**config.mk**
```make
export PLATFORM = sky130hd
export DESIGN_NAME = digit_plurality_vote_filter
export DESIGN_NICKNAME = d
export VERILOG_FILES = /design/src/rtl/dpvf_pkg.sv /design/src/rtl/digit_plurality_vote_filter.sv
export VERILOG_INCLUDE_DIRS = /design/src /design/src/rtl
export SDC_FILE = /design/constraint.sdc
export NUM_CORES = 1
export LEC_CHECK = 0
export BUFFER_PORTS_ARGS = -buffer_cell sky130_fd_sc_hd__buf_2
export CORE_AREA = 2 2 241 243
export DETAILED_ROUTE_END_ITERATION = 16
export DIE_AREA = 0 0 243 245
export SLEW_MARGIN = 20
export SYNTH_ARGS = -nofsm -noshare
export SYNTH_HDL_FRONTEND = slang
export SYNTH_SLANG_ARGS = --single-unit
```
**constraint.sdc**
```tcl
create_clock -name clk -period 3.9 [get_ports clk]
set_input_delay 0.585 -clock clk [delete_from_list [all_inputs] [get_ports clk]]
set_output_delay 0.585 -clock clk [all_outputs]
set_load 0.005 [all_outputs]
```
**src/rtl/digit_plurality_vote_filter_defines.svh**
```systemverilog
// ----------------------------------------------------------------------------
// Digit plurality vote filter assertion macros
// Clocked assertion shorthands shared by the vote filter RTL.
// ----------------------------------------------------------------------------
`ifndef DIGIT_PLURALITY_VOTE_FILTER_DEFINES_SVH
`define DIGIT_PLURALITY_VOTE_FILTER_DEFINES_SVH

// check a property on every clock edge outside reset
`define DPVF_ASSERT(lbl, prop, msg) \
	lbl: assert property (@(posedge clk) disable iff (!arst_n) (prop)) else $error(msg);

// check that a condition is followed by another on the next edge
`define DPVF_ASSERT_NEXT(lbl, cond, nxt, msg) \
	lbl: assert property (@(posedge clk) disable iff (!arst_n) (cond) |=> (nxt)) else $error(msg);

`endif

```
**src/rtl/dpvf_pkg.sv**
```systemverilog
// ----------------------------------------------------------------------------
// Digit plurality vote filter package
// Sizes, codes, item types and digit helpers for the vote filter.
// ----------------------------------------------------------------------------
`default_nettype none

package dpvf_pkg;

	localparam int NUM_BINS    = 8;
	localparam int TALLY_WIDTH = 16;
	localparam int BIN_W       = $clog2(NUM_BINS);
	localparam int NUM_TALLIES = 3;
	localparam int MEM_DEPTH   = NUM_TALLIES * NUM_BINS;
	localparam int ADDR_W      = $clog2(MEM_DEPTH);
	localparam int PAIR_DEPTH  = 2 * NUM_BINS;

	localparam logic [7:0] DIGIT_BASE = 8'd48;
	localparam logic [7:0] DIGIT_LO   = 8'(48 + 1);
	localparam logic [7:0] DIGIT_HI   = 8'(48 + NUM_BINS);

	localparam logic [BIN_W-1:0]       BIN_LAST  = BIN_W'(NUM_BINS - 1);
	localparam logic [TALLY_WIDTH-1:0] TALLY_MAX = {TALLY_WIDTH{1'b1}};

	// item kinds
	localparam logic [1:0] KIND_PAIR   = 2'd0;
	localparam logic [1:0] KIND_SINGLE = 2'd1;
	localparam logic [1:0] KIND_CLEAR  = 2'd2;

	// side modes
	localparam logic [1:0] SIDE_LEFT   = 2'd0;
	localparam logic [1:0] SIDE_MIDDLE = 2'd1;
	localparam logic [1:0] SIDE_RIGHT  = 2'd2;

	// tally selects
	localparam logic [1:0] TALLY_PAIR0  = 2'd0;
	localparam logic [1:0] TALLY_PAIR1  = 2'd1;
	localparam logic [1:0] TALLY_TARGET = 2'd2;

	// configuration register indexes
	localparam logic REG_SIDE_MODE  = 1'b0;
	localparam logic REG_VOTE_COUNT = 1'b1;

	localparam logic [1:0] SIDE_MODE_RESET  = SIDE_MIDDLE;
	localparam logic [7:0] VOTE_COUNT_RESET = 8'd30;
	localparam logic [7:0] COUNT_MAX        = 8'd255;

	typedef struct packed {
		logic [1:0] mode;
		logic [7:0] first_char;
		logic [7:0] second_char;
	} item_t;

	typedef struct packed {
		logic [3:0] slot_left_far;
		logic [3:0] slot_left_near;
		logic [3:0] slot_right_near;
		logic [3:0] slot_right_far;
		logic [3:0] target_number;
		logic       target_decided;
		logic       switch_request;
		logic       bad_digit;
	} result_t;

	function automatic logic digit_ok(input logic [7:0] ch);
		return (ch >= DIGIT_LO) && (ch <= DIGIT_HI);
	endfunction

	function automatic logic [BIN_W-1:0] digit_bin(input logic [7:0] ch);
		logic [7:0] d;
		d = ch - DIGIT_LO;
		return d[BIN_W-1:0];
	endfunction

	function automatic logic [ADDR_W-1:0] tally_addr(input logic [1:0] tsel,
		input logic [BIN_W-1:0] bin);
		return ADDR_W'(32'(tsel) * NUM_BINS + 32'(bin));
	endfunction

	function automatic logic [3:0] vote_value(input logic [BIN_W-1:0] bin);
		return 4'(32'(bin) + 1);
	endfunction

endpackage

`default_nettype wire

```
**src/rtl/digit_plurality_vote_filter.sv**
```systemverilog
// ----------------------------------------------------------------------------
// Digit plurality vote filter
// Tallies digit reports in a tally memory and reports plurality votes.
// ----------------------------------------------------------------------------
//  channel  | handshake                | payload
//  ---------+--------------------------+-----------------------------------
//  item     | item_valid / item_stall  | item   (mode, first_char, second_char)
//  result   | result_valid/result_stall| result (slots, target, flags)
//  cfg      | cfg_valid / cfg_ready    | cfg_index, cfg_data
//
//  Pair item: two read-modify-writes, then an argmax scan of both 8-entry pair tallies.
//  Single item: one read-modify-write, plus an 8-entry scan when a round completes.
//  Clear and unused kinds go straight to output. All tallies sit behind one memory port.
//  Reset zeroes tallies through per-entry valid bits; no clearing pass.
//  A stalled result holds in the output register; the next item waits.
`default_nettype none
`include "digit_plurality_vote_filter_defines.svh"

module digit_plurality_vote_filter (
	input  wire logic            clk,
	input  wire logic            arst_n,
	input  wire logic            item_valid,
	output logic                 item_stall,
	input  wire dpvf_pkg::item_t item,
	output logic                 result_valid,
	input  wire logic            result_stall,
	output dpvf_pkg::result_t    result,
	input  wire logic            cfg_valid,
	output logic                 cfg_ready,
	input  wire logic            cfg_index,
	input  wire logic [7:0]      cfg_data
);
	import dpvf_pkg::*;

	typedef enum logic [6:0] {
		ST_IDLE    = 7'b0000001,
		ST_BUMP_RD = 7'b0000010,
		ST_BUMP_WR = 7'b0000100,
		ST_SCAN    = 7'b0001000,
		ST_FLUSH   = 7'b0010000,
		ST_OUT     = 7'b0100000,
		ST_SPARE   = 7'b1000000
	} state_t;

	state_t state_q;

	logic [TALLY_WIDTH-1:0] mem [0:MEM_DEPTH-1];
	logic [MEM_DEPTH-1:0]   vld_q;

	logic [1:0]  side_mode_q;
	logic [7:0]  vote_count_q;
	logic [7:0]  single_cnt_q;
	logic [3:0]  slot_q [0:3];
	logic [3:0]  target_q;

	logic [1:0]        kind_q;
	logic              bad_q;
	logic              dec_q;
	logic [ADDR_W-1:0] bump_addr_q [0:1];
	logic [1:0]        bump_en_q;
	logic              bump_sel_q;
	logic [1:0]        tsel_q;
	logic [BIN_W-1:0]  bin_q;

	logic                   rd_en;
	logic [ADDR_W-1:0]      rd_addr;
	logic [TALLY_WIDTH-1:0] rd_data_s1;
	logic                   rd_vld_s1;
	logic                   pend_s1;
	logic [1:0]             tsel_s1;
	logic [BIN_W-1:0]       bin_s1;

	logic [TALLY_WIDTH-1:0] best_q;
	logic [BIN_W-1:0]       best_idx_q;

	logic                   accept;
	logic                   out_load;
	logic [TALLY_WIDTH-1:0] eff;
	logic [TALLY_WIDTH-1:0] bumped;
	logic [3:0]             win;
	logic [7:0]             cnt_inc;
	logic                   ok0;
	logic                   ok1;
	logic [1:0]             tsel_end;
	logic                   mem_we;

	assign item_stall = (state_q != ST_IDLE);
	assign cfg_ready  = 1'b1;
	assign accept     = item_valid && !item_stall;
	assign out_load   = (state_q == ST_OUT) && (!result_valid || !result_stall);

	assign ok0      = digit_ok(item.first_char);
	assign ok1      = digit_ok(item.second_char);
	assign cnt_inc  = (single_cnt_q == COUNT_MAX) ? COUNT_MAX : single_cnt_q + 8'd1;
	assign tsel_end = (kind_q == KIND_PAIR) ? TALLY_PAIR1 : TALLY_TARGET;

	assign eff    = rd_vld_s1 ? rd_data_s1 : '0;
	assign bumped = (eff == TALLY_MAX) ? TALLY_MAX : eff + 1'b1;
	assign win    = (eff > best_q) ? vote_value(bin_s1) : vote_value(best_idx_q);
	assign mem_we = (state_q == ST_BUMP_WR) && bump_en_q[bump_sel_q];

	assign rd_en   = (state_q == ST_BUMP_RD) || (state_q == ST_SCAN);
	assign rd_addr = (state_q == ST_SCAN) ? tally_addr(tsel_q, bin_q)
		: bump_addr_q[bump_sel_q];

	// configuration
	always_ff @(posedge clk or negedge arst_n) begin
		if (!arst_n) begin
			side_mode_q  <= SIDE_MODE_RESET;
			vote_count_q <= VOTE_COUNT_RESET;
		end else if (cfg_valid && cfg_ready) begin
			case (cfg_index)
				REG_SIDE_MODE:  side_mode_q  <= cfg_data[1:0];
				REG_VOTE_COUNT: vote_count_q <= cfg_data;
				default:        ;
			endcase
		end
	end

	// tally memory
	always_ff @(posedge clk) begin
		if (mem_we)
			mem[bump_addr_q[bump_sel_q]] <= bumped;
		if (rd_en)
			rd_data_s1 <= mem[rd_addr];
	end

	always_ff @(posedge clk or negedge arst_n) begin
		if (!arst_n) begin
			vld_q     <= '0;
			rd_vld_s1 <= 1'b0;
			pend_s1   <= 1'b0;
			tsel_s1   <= TALLY_PAIR0;
			bin_s1    <= '0;
		end else begin
			if (accept && item.mode == KIND_CLEAR)
				vld_q[PAIR_DEPTH-1:0] <= '0;
			else if (mem_we)
				vld_q[bump_addr_q[bump_sel_q]] <= 1'b1;
			if (rd_en)
				rd_vld_s1 <= vld_q[rd_addr];
			pend_s1 <= (state_q == ST_SCAN);
			tsel_s1 <= tsel_q;
			bin_s1  <= bin_q;
		end
	end

	// argmax tracking
	always_ff @(posedge clk) begin
		if (pend_s1) begin
			if (bin_s1 == '0) begin
				best_q     <= eff;
				best_idx_q <= '0;
			end else if (eff > best_q) begin
				best_q     <= eff;
				best_idx_q <= bin_s1;
			end
		end
	end

	// slots and decided target
	always_ff @(posedge clk or negedge arst_n) begin
		if (!arst_n) begin
			for (int i = 0; i < 4; i++)
				slot_q[i] <= 4'd0;
			target_q <= 4'd0;
		end else if (pend_s1 && bin_s1 == BIN_LAST) begin
			if (tsel_s1 == TALLY_TARGET)
				target_q <= win;
			else if (side_mode_q inside {SIDE_LEFT, SIDE_MIDDLE, SIDE_RIGHT})
				slot_q[2'(side_mode_q + tsel_s1)] <= win;
		end
	end

	// sequencer
	always_ff @(posedge clk or negedge arst_n) begin
		if (!arst_n) begin
			state_q      <= ST_IDLE;
			single_cnt_q <= 8'd0;
			kind_q       <= KIND_PAIR;
			bad_q        <= 1'b0;
			dec_q        <= 1'b0;
			bump_en_q    <= 2'b00;
			bump_sel_q   <= 1'b0;
			tsel_q       <= TALLY_PAIR0;
			bin_q        <= '0;
			bump_addr_q[0] <= '0;
			bump_addr_q[1] <= '0;
		end else begin
			case (state_q)
				ST_IDLE: begin
					if (accept) begin
						kind_q     <= item.mode;
						bump_sel_q <= 1'b0;
						bad_q      <= 1'b0;
						dec_q      <= 1'b0;
						bump_en_q  <= 2'b00;
						case (item.mode)
							KIND_PAIR: begin
								bump_en_q      <= {ok1, ok0};
								bump_addr_q[0] <= tally_addr(TALLY_PAIR0,
									digit_bin(item.first_char));
								bump_addr_q[1] <= tally_addr(TALLY_PAIR1,
									digit_bin(item.second_char));
								bad_q          <= !ok0 || !ok1;
								state_q        <= ST_BUMP_RD;
							end
							KIND_SINGLE: begin
								bump_en_q      <= {1'b0, ok0};
								bump_addr_q[0] <= tally_addr(TALLY_TARGET,
									digit_bin(item.first_char));
								bad_q          <= !ok0;
								if (cnt_inc >= vote_count_q) begin
									dec_q        <= 1'b1;
									single_cnt_q <= 8'd0;
								end else begin
									single_cnt_q <= cnt_inc;
								end
								state_q <= ST_BUMP_RD;
							end
							default: state_q <= ST_OUT;
						endcase
					end
				end
				ST_BUMP_RD: state_q <= ST_BUMP_WR;
				ST_BUMP_WR: begin
					if (!bump_sel_q && kind_q == KIND_PAIR) begin
						bump_sel_q <= 1'b1;
						state_q    <= ST_BUMP_RD;
					end else if (kind_q == KIND_PAIR || dec_q) begin
						tsel_q  <= (kind_q == KIND_PAIR) ? TALLY_PAIR0 : TALLY_TARGET;
						bin_q   <= '0;
						state_q <= ST_SCAN;
					end else begin
						state_q <= ST_OUT;
					end
				end
				ST_SCAN: begin
					if (bin_q == BIN_LAST) begin
						bin_q <= '0;
						if (tsel_q == tsel_end)
							state_q <= ST_FLUSH;
						else
							tsel_q <= tsel_q + 2'd1;
					end else begin
						bin_q <= bin_q + 1'b1;
					end
				end
				ST_FLUSH: state_q <= ST_OUT;
				ST_OUT: begin
					if (out_load)
						state_q <= ST_IDLE;
				end
				default: state_q <= ST_IDLE;
			endcase
		end
	end

	// output register
	always_ff @(posedge clk or negedge arst_n) begin
		if (!arst_n) begin
			result_valid <= 1'b0;
		end else if (out_load) begin
			result_valid <= 1'b1;
		end else if (!result_stall) begin
			result_valid <= 1'b0;
		end
	end

	always_ff @(posedge clk) begin
		if (out_load) begin
			result.slot_left_far   <= slot_q[0];
			result.slot_left_near  <= slot_q[1];
			result.slot_right_near <= slot_q[2];
			result.slot_right_far  <= slot_q[3];
			result.target_number   <= target_q;
			result.target_decided  <= dec_q;
			result.switch_request  <= dec_q;
			result.bad_digit       <= bad_q;
		end
	end

	`DPVF_ASSERT(a_pend_after_scan, !pend_s1 || $past(state_q) == ST_SCAN, "compare without scan read")
	`DPVF_ASSERT(a_slot_from_scan, $stable(slot_q[0]) && $stable(slot_q[1]) && $stable(slot_q[2]) && $stable(slot_q[3]) || $past(pend_s1), "slot changed outside scan")
	`DPVF_ASSERT(a_result_from_out, !$rose(result_valid) || $past(state_q) == ST_OUT, "result raised outside output state")
	`DPVF_ASSERT_NEXT(a_dec_single, state_q == ST_OUT && dec_q, kind_q == KIND_SINGLE || state_q == ST_IDLE, "decision on non-single item")

endmodule

`default_nettype wire
```
==> results_dict.tcl, run 1 <==
set metrics [dict create \
    cts_tree "built" \
    drc_errors 0 \
    yosys.cell_types.count 69 \
    hpwl_mm 35.6 \
    grt_setup_unrepaired "false" \
    finalCoreUtilization_pct 45.9 \
    drv_cap 0 \
    dieArea_sq_mm 0.0595 \
    ios 58 \
    routed_via_density 5.48 \
    grt_pass1_wl_mm 87.1 \
    yosysSeqAreaShare_pct 69.1 \
    grt_max_degree 65 \
    antenna_found_initial 1 \
    drt_wl_total_mm 56.8 \
    clkTransAtPathRegs_ns 0.06 \
    fin_hold_ws_ns 0.0868 \
    nets 1924 \
    power_mw 17.8 \
    n_antenna_cell 0 \
    path_cells "or4_4 -> o21ai_0 -> o21a_2 -> buf_12 -> buf_4 -> a211oi_1 -> a31oi_1 -> o221ai_1" \
    setup_violations 0 \
    clock_skew_ns 0.0526 \
    status "finished clean" \
    globalRouteTotalUtil_pct 19.2 \
    worst_pin_slew_ns 0.889 \
    critPathKind "register to register" \
    cts_made_buffers 55 \
    clockBufferDepth 3 \
    avgSynthCellArea_sq_um 13.0 \
    leakagePower_nw 9.89 \
    hold_viol 0 \
    syn_inst 1746 \
    crit_arrival_ns 4.03 \
    clock.fmax_mhz 269 \
    syn-num-nets 1811 \
    area_delta_synth_final_pct 15.7 \
    relSlewSlack_pct 40.6 \
    first_global_vias 14249 \
    async_flop_share_pct 17.9 \
    synthFlopType "edfxtp_1" \
    htree_levels 2 \
    critPathMaxFanout 36 \
    slew_violations 0 \
    cts-root-buf "clkbuf_16" \
    fillCellCount 5083 \
    cts_num_sinks 537 \
    end_kind "register" \
    min_path_type "input port to async pin" \
    place.port_buffers 56 \
    fin_crit_sh_pct 95.3 \
    start_kind "register" \
    cpMaxStageDelayCell "o21a_2" \
    synth_edf_count 441 \
    ir_worst_vdd_mv 0.368 \
    first_pass_iters 5 \
    row_count 88 \
    synth_warnings 0 \
    tns_ns 0 \
    grt-ovfl-total 0 \
    layout-drive-gt1-share_pct 16.7 \
    core-area_sq_mm 0.0570 \
    fp.dieH_um 245 \
    drtIter0Drc 1319 \
    initial_utilization_pct 39.7 \
    wl_per_cell_um 21.3 \
    gp_congestion 0.821 \
    vias 14644 \
    synth_area_sq_mm 0.0226 \
    max_stage_delay_ns 0.64 \
    finalCriticalPeriod_ns 3.72 \
    yosys_register_bits 537 \
    critPathRequiredTime_ns 4.22 \
    final_antenna_net_count 0 \
    clk_latency_ns 0.64 \
    pwr_density_cell_mw_per_mm2 679 \
    fp.dieW_um 243 \
]
synth_stat cells (4+ instances only):
cell type	number	area [sq um]
ha_1	33	413
nor3_1	17	85.1
buf_2	17	85.1
nand4_1	14	87.6
mux4_2	5	113
dfstp_2	6	158
and2_1	20	125
a211oi_1	59	443
nand2b_1	9	56.3
nor2b_1	8	50.1
o21ai_0	44	220
xor2_1	5	43.8
and3_1	40	250
a22o_1	4	35.0
nor3b_1	4	30.0
nor2_1	62	233
edfxtp_1	441	13200
o31ai_1	6	45.0
o2111ai_1	14	123
xnor2_1	6	52.6
a21oi_1	33	165
mux2_2	31	349
clkbuf_1	66	248
dfrtp_1	90	2250
a21o_1	8	60.1
or2_2	12	75.1
a32oi_1	4	35.0
nand2_1	329	1230
o221ai_1	13	114
nand3b_1	5	37.5
a31oi_1	36	225
mux2i_1	44	440
buf_4	5	37.5
nand3_1	130	651
o21a_1	20	150
inv_1	47	176
buf_1	6	22.5
and4_1	4	35.0
state kept, by name, summed over array words and instances, names as in the netlist, 2 cells and up:
name          count
bump_en_q         2
slot_q           16
bump_addr_q       8
best_idx_q        3
mem             384
single_cnt_q      8
best_q           16
side_mode_q       2
kind_q            2
bin_s1            3
rd_data_s1       16
vld_q            24
bin_q             3
tsel_s1           2
result           22
vote_count_q      8
state_q           6
tsel_q            2
target_q          4
what timing repair did:
item | 4_1_cts | 5_1_grt
endpoints found under the hold margin | 0 | 0
resized for setup | 0 | 1
setup buffers | 0 | 0
hold buffers | 0 | 0
endpoints found under the setup margin | 0 | 2
cell families (layout without fill, tap and decap cells):
family	count (synthesis)	after routing	share of synthesized area, %
adder cells (fa/ha/maj)	34	34	1.87
multiplexers	82	82	4.20
other	1	1	0.0166
flip-flops	537	537	69.1
buffers and inverters	143	302	2.61
AND/OR/NAND/NOR	663	663	13.3
AO/OA/AOI/OAI	275	275	8.42
XOR/XNOR	11	11	0.426
power breakdown:
| group | internal, mW | switching [mW] | total [mW] | leakage, nW |
|---|---|---|---|---|
| clock | 2.80 | 2.21 | 5.01 | 0.832 |
| combinational | 1.93 | 3.78 | 5.70 | 3.70 |
| sequential | 6.87 | 0.206 | 7.07 | 5.35 |
| total | 11.6 | 6.20 | 17.8 | 9.89 |
per-layer routing:
layer | share of wire, % | GRT usage (%) | routed length (um) | up-vias
li1 | - | - | - | 6718
met1 | 43 | 26.1 | 24500 | 7360
met2 | 47 | 31.2 | 26900 | 463
met3 | 7.0 | 3.85 | 3970 | 101
met4 | 2.4 | 5.58 | 1360 | 2
met5 | 0.016 | 0 | 9 | -
placed cells by master, fill, tap and decap left out, drive strengths merged, types with 5 or more instances in the layout:
cell type / n
a211oi: 59
a21o: 8
a21oi: 33
a31oi: 36
and2: 20
and3: 40
buf: 152
clkbuf: 74
clkinv: 24
dfrtp: 90
dfstp: 6
edfxtp: 441
ha: 33
inv: 47
mux2: 31
mux2i: 45
mux4: 6
nand2: 329
nand2b: 9
nand3: 130
nand3b: 5
nand4: 14
nor2: 62
nor2b: 8
nor3: 17
o2111ai: 14
o21a: 20
o21ai: 46
o221ai: 13
o31ai: 6
or2: 13
xnor2: 6
xor2: 5
final timing paths:
| kind | from | end | slack [ns] | cells past startpoint |
|---|---|---|---|---|
| worst min register to register | slot_q[9]$_DFFE_PN0P_ | result[16]$_DFFE_PP_ | 0.44 | 0 |
| worst max register to register | state_q[4]$_DFFE_PN0P_ | rd_data_s1[8]$_DFFE_PP_ | 0.18 | 8 |
| max in group asynchronous | arst_n | rd_vld_s1$_DFFE_PN0P_ | 3.02 | 2 |
| min in group clk | item[16] | bump_en_q[1]$_DFFE_PN0P_ | 0.21 | 2 |
| worst min-delay path | arst_n | bump_addr_q[5]$_DFFE_PN0P_ | 0.09 | 1 |
| worst max-delay path | state_q[4]$_DFFE_PN0P_ | rd_data_s1[8]$_DFFE_PP_ | 0.18 | 8 |
critical path, delay by kind of cell, from the launching register on:
family          cells  cell delay, ns
compound gates      5            1.83
buf+inv             2            0.52
flops               1            0.45
simple gates        1            0.59
per-stage QoR:
| stage | std cells | instance area (sq um) | setup WS [ns] |
|---|---|---|---|
| global route | 2670 | 26200 | 0.0743 |
| global placement | 2567 | 24400 | 0.344 |
| finish | 2670 | 26200 | 0.183 |
| CTS | 2670 | 26200 | 0.235 |
| detailed placement | 2567 | 24400 | 0.254 |
| floorplan | 1746 | 22600 | 0.179 |
cell type report:
type / instances / area, sq um / area share [%]
multi-input combinational: 1066 / 6490 / 24.8
clock inverter: 29 / 272 / 1.04
tap: 765 / 957 / 3.66
inverter: 47 / 176 / 0.674
sequential: 537 / 15700 / 59.8
timing repair buffer: 152 / 1170 / 4.45
clock buffer: 74 / 1470 / 5.60
Note: power is estimated with default switching activity, not from simulation.
==> inputs of run 2 (changes only) <==
CORE_AREA = 2 2 304 306   (was 2 2 241 243)
DIE_AREA = 0 0 306 308   (was 0 0 243 245)
REMOVE_ABC_BUFFERS = 1   (was unset)
==> run 2 against run 1 <==
Net effect: maximum frequency rose by 0.72%; sequential power barely moved; largest cell class unchanged; die area rose by 58%; highest routed layer is now met4; cell area rose by 0.88%; non-clock buffer count fell by 13; final cell count rose by 15%; sequential cell count did not move.
==> results_dict.tcl, run 2 (synthesized netlist as in run 1, its figures left out) <==
set metrics [dict create \
    area_delta_synth_final_pct 16.7 \
    globalRouteTotalUtil_pct 11.9 \
    cts_tree "built" \
    ios 58 \
    finalCoreUtilization_pct 29.0 \
    row_count 111 \
    seqPwrFrac_pct 41.0 \
    comb_power_share_pct 31.5 \
    reg2reg_slack_ns 0.21 \
    pwr_density_cell_mw_per_mm2 653 \
    hold_viol 0 \
    dieArea_sq_mm 0.0942 \
    gp_congestion 0.827 \
    start_kind "register" \
    fp.dieH_um 308 \
    place.port_buffers 56 \
    core-area_sq_mm 0.0910 \
    routed_via_density 4.73 \
    hpwl_mm 35.6 \
    cts_made_buffers 49 \
    critPathMaxFanout 56 \
    leakagePower_nw 9.76 \
    fp.dieW_um 306 \
    drtIter0Drc 1160 \
    fillCellCount 9067 \
    worst_pin_slew_ns 0.932 \
    status "finished clean" \
    drc_errors 0 \
    regToRegStartpoint "state_q[4]$_DFFE_PN0P_" \
    pwr-share-clk_pct 27.5 \
    drt_wl_total_mm 56.9 \
    largest_reg_flops 384 \
    final_antenna_net_count 0 \
    vias 14496 \
    first_pass_iters 5 \
    setup_violations 0 \
    multiInputGateArea_sq_mm 0.00650 \
    final_cell_mix "edfxtp_1, nand2_1, nand3_1" \
    critPathKind "register to register" \
    ir_worst_vdd_mv 0.478 \
    cts_num_sinks 537 \
    dp.cells 2975 \
    first_global_vias 14213 \
    clock.fmax_mhz 271 \
    power.internal_mw 11.3 \
    fin_hold_ws_ns 0.0282 \
    relSlewSlack_pct 37.9 \
    clkTransAtPathRegs_ns 0.06 \
    nets 1905 \
    regToRegEndpoint "rd_data_s1[4]$_DFFE_PP_" \
    drv_cap 0 \
    placed_area_sq_mm 0.0248 \
    grt-ovfl-total 0 \
    end_kind "register" \
    antenna_found_initial 0 \
    grt_setup_unrepaired "false" \
    slew_violations 0 \
    critPathRequiredTime_ns 4.23 \
    layout_setup_ws_ns 0.210 \
    grt_max_degree 73 \
    switching_share_pct 34.4 \
    crit_arrival_ns 4.02 \
    wl_per_cell_um 18.6 \
    clk_latency_ns 0.57 \
    seqCellArea_sq_mm 0.0157 \
    design_area_sq_mm 0.0264 \
    htree_levels 2 \
    n_antenna_cell 0 \
    layout-drive-gt1-share_pct 16.2 \
    place_ws_ns 0.251 \
    grt_pass1_wl_mm 87.1 \
    p_switching_mw 5.94 \
    rr_worst_depth 9 \
    fin_crit_sh_pct 94.6 \
    initial_utilization_pct 24.9 \
    cts_setup_buffers 0 \
    cts-root-buf "clkbuf_16" \
    min_path_type "input port to async pin" \
    layout_commonest_cell "edfxtp_1" \
    clockBufferDepth 3 \
    clock_skew_ns 0.0199 \
    finalCriticalPeriod_ns 3.69 \
    layout.cells.non_filler 3065 \
]
## run 2: cell count changes in the layout (fill, tap and decap cells not counted), moves of 2 or more
cell and delta:
clkbuf_1 -12, buf_4 -9, buf_12 -4, clkbuf_16 -4, clkinv_16 -3, clkinv_2 +3, clkbuf_8 +2, clkinv_1 -2
inv_6 +2
## run 2: routing by layer
| metal | wire (um) | vias up | track usage [%] |
|---|---|---|---|
| met5 | 0 | - | 0 |
| met4 | 1520 | 0 | 3.98 |
| met3 | 2930 | 102 | 1.50 |
| met2 | 28400 | 416 | 20.8 |
| met1 | 24100 | 7301 | 15.3 |
| li1 | - | 6677 | - |
## run 2: worst max path at each step
stage,start,end,slack (ns),cells past startpoint
2_1_floorplan,state_q[4]$_DFFE_PN0P_,rd_vld_s1$_DFFE_PN0P_,-1.38,7
3_3_place_gp,state_q[4]$_DFFE_PN0P_,rd_data_s1[11]$_DFFE_PP_,0.24,9
3_5_place_dp,state_q[4]$_DFFE_PN0P_,rd_data_s1[12]$_DFFE_PP_,0.25,8
4_1_cts,state_q[4]$_DFFE_PN0P_,rd_data_s1[12]$_DFFE_PP_,0.25,8
5_1_grt,state_q[4]$_DFFE_PN0P_,rd_data_s1[4]$_DFFE_PP_,0.006,9
6_report,state_q[4]$_DFFE_PN0P_,rd_data_s1[4]$_DFFE_PP_,0.21,9
## run 2: through the flow
step	total power, mW	setup TNS (ns)
floorplan	10.4	-18.74
global placement	12.5	0
detailed placement	12.6	0
CTS	17.4	0
global route	18.1	0
finish	17.3	0
## run 2: power groups by stage
stage / Clock (mW) / Combinational, mW / Sequential [mW]
2_1_floorplan: 0 / 3.24 / 7.13
3_3_place_gp: 0 / 5.31 / 7.18
3_5_place_dp: 0 / 5.41 / 7.19
4_1_cts: 4.85 / 5.43 / 7.07
5_1_grt: 5.06 / 5.96 / 7.10
6_report: 4.75 / 5.44 / 7.07
## run 2: layout make-up
type                            count  area share [%]
Multi-Input combinational cell   1066            24.6
Clock buffer                       60            5.11
Sequential cell                   537            59.2
Timing Repair Buffer              139            3.86
Clock inverter                     30           0.900
Inverter                           47           0.668
Tap cell                         1186            5.62
## run 2: timing repair
action                     CTS  global route
setup endpoints to repair    0             2
hold buffers                 0             0
gates resized for setup      0             1
## run 2: critical path: stages (launching register included)
cell,delay (ns)
dfrtp_1,0.45
or4_4,0.60
o21ai_2,0.18
and2_4,0.76
buf_4,0.31
mux2i_1,0.21
a211oi_1,0.11
o21ai_0,0.48
o31ai_1,0.15
buf_4,0.16
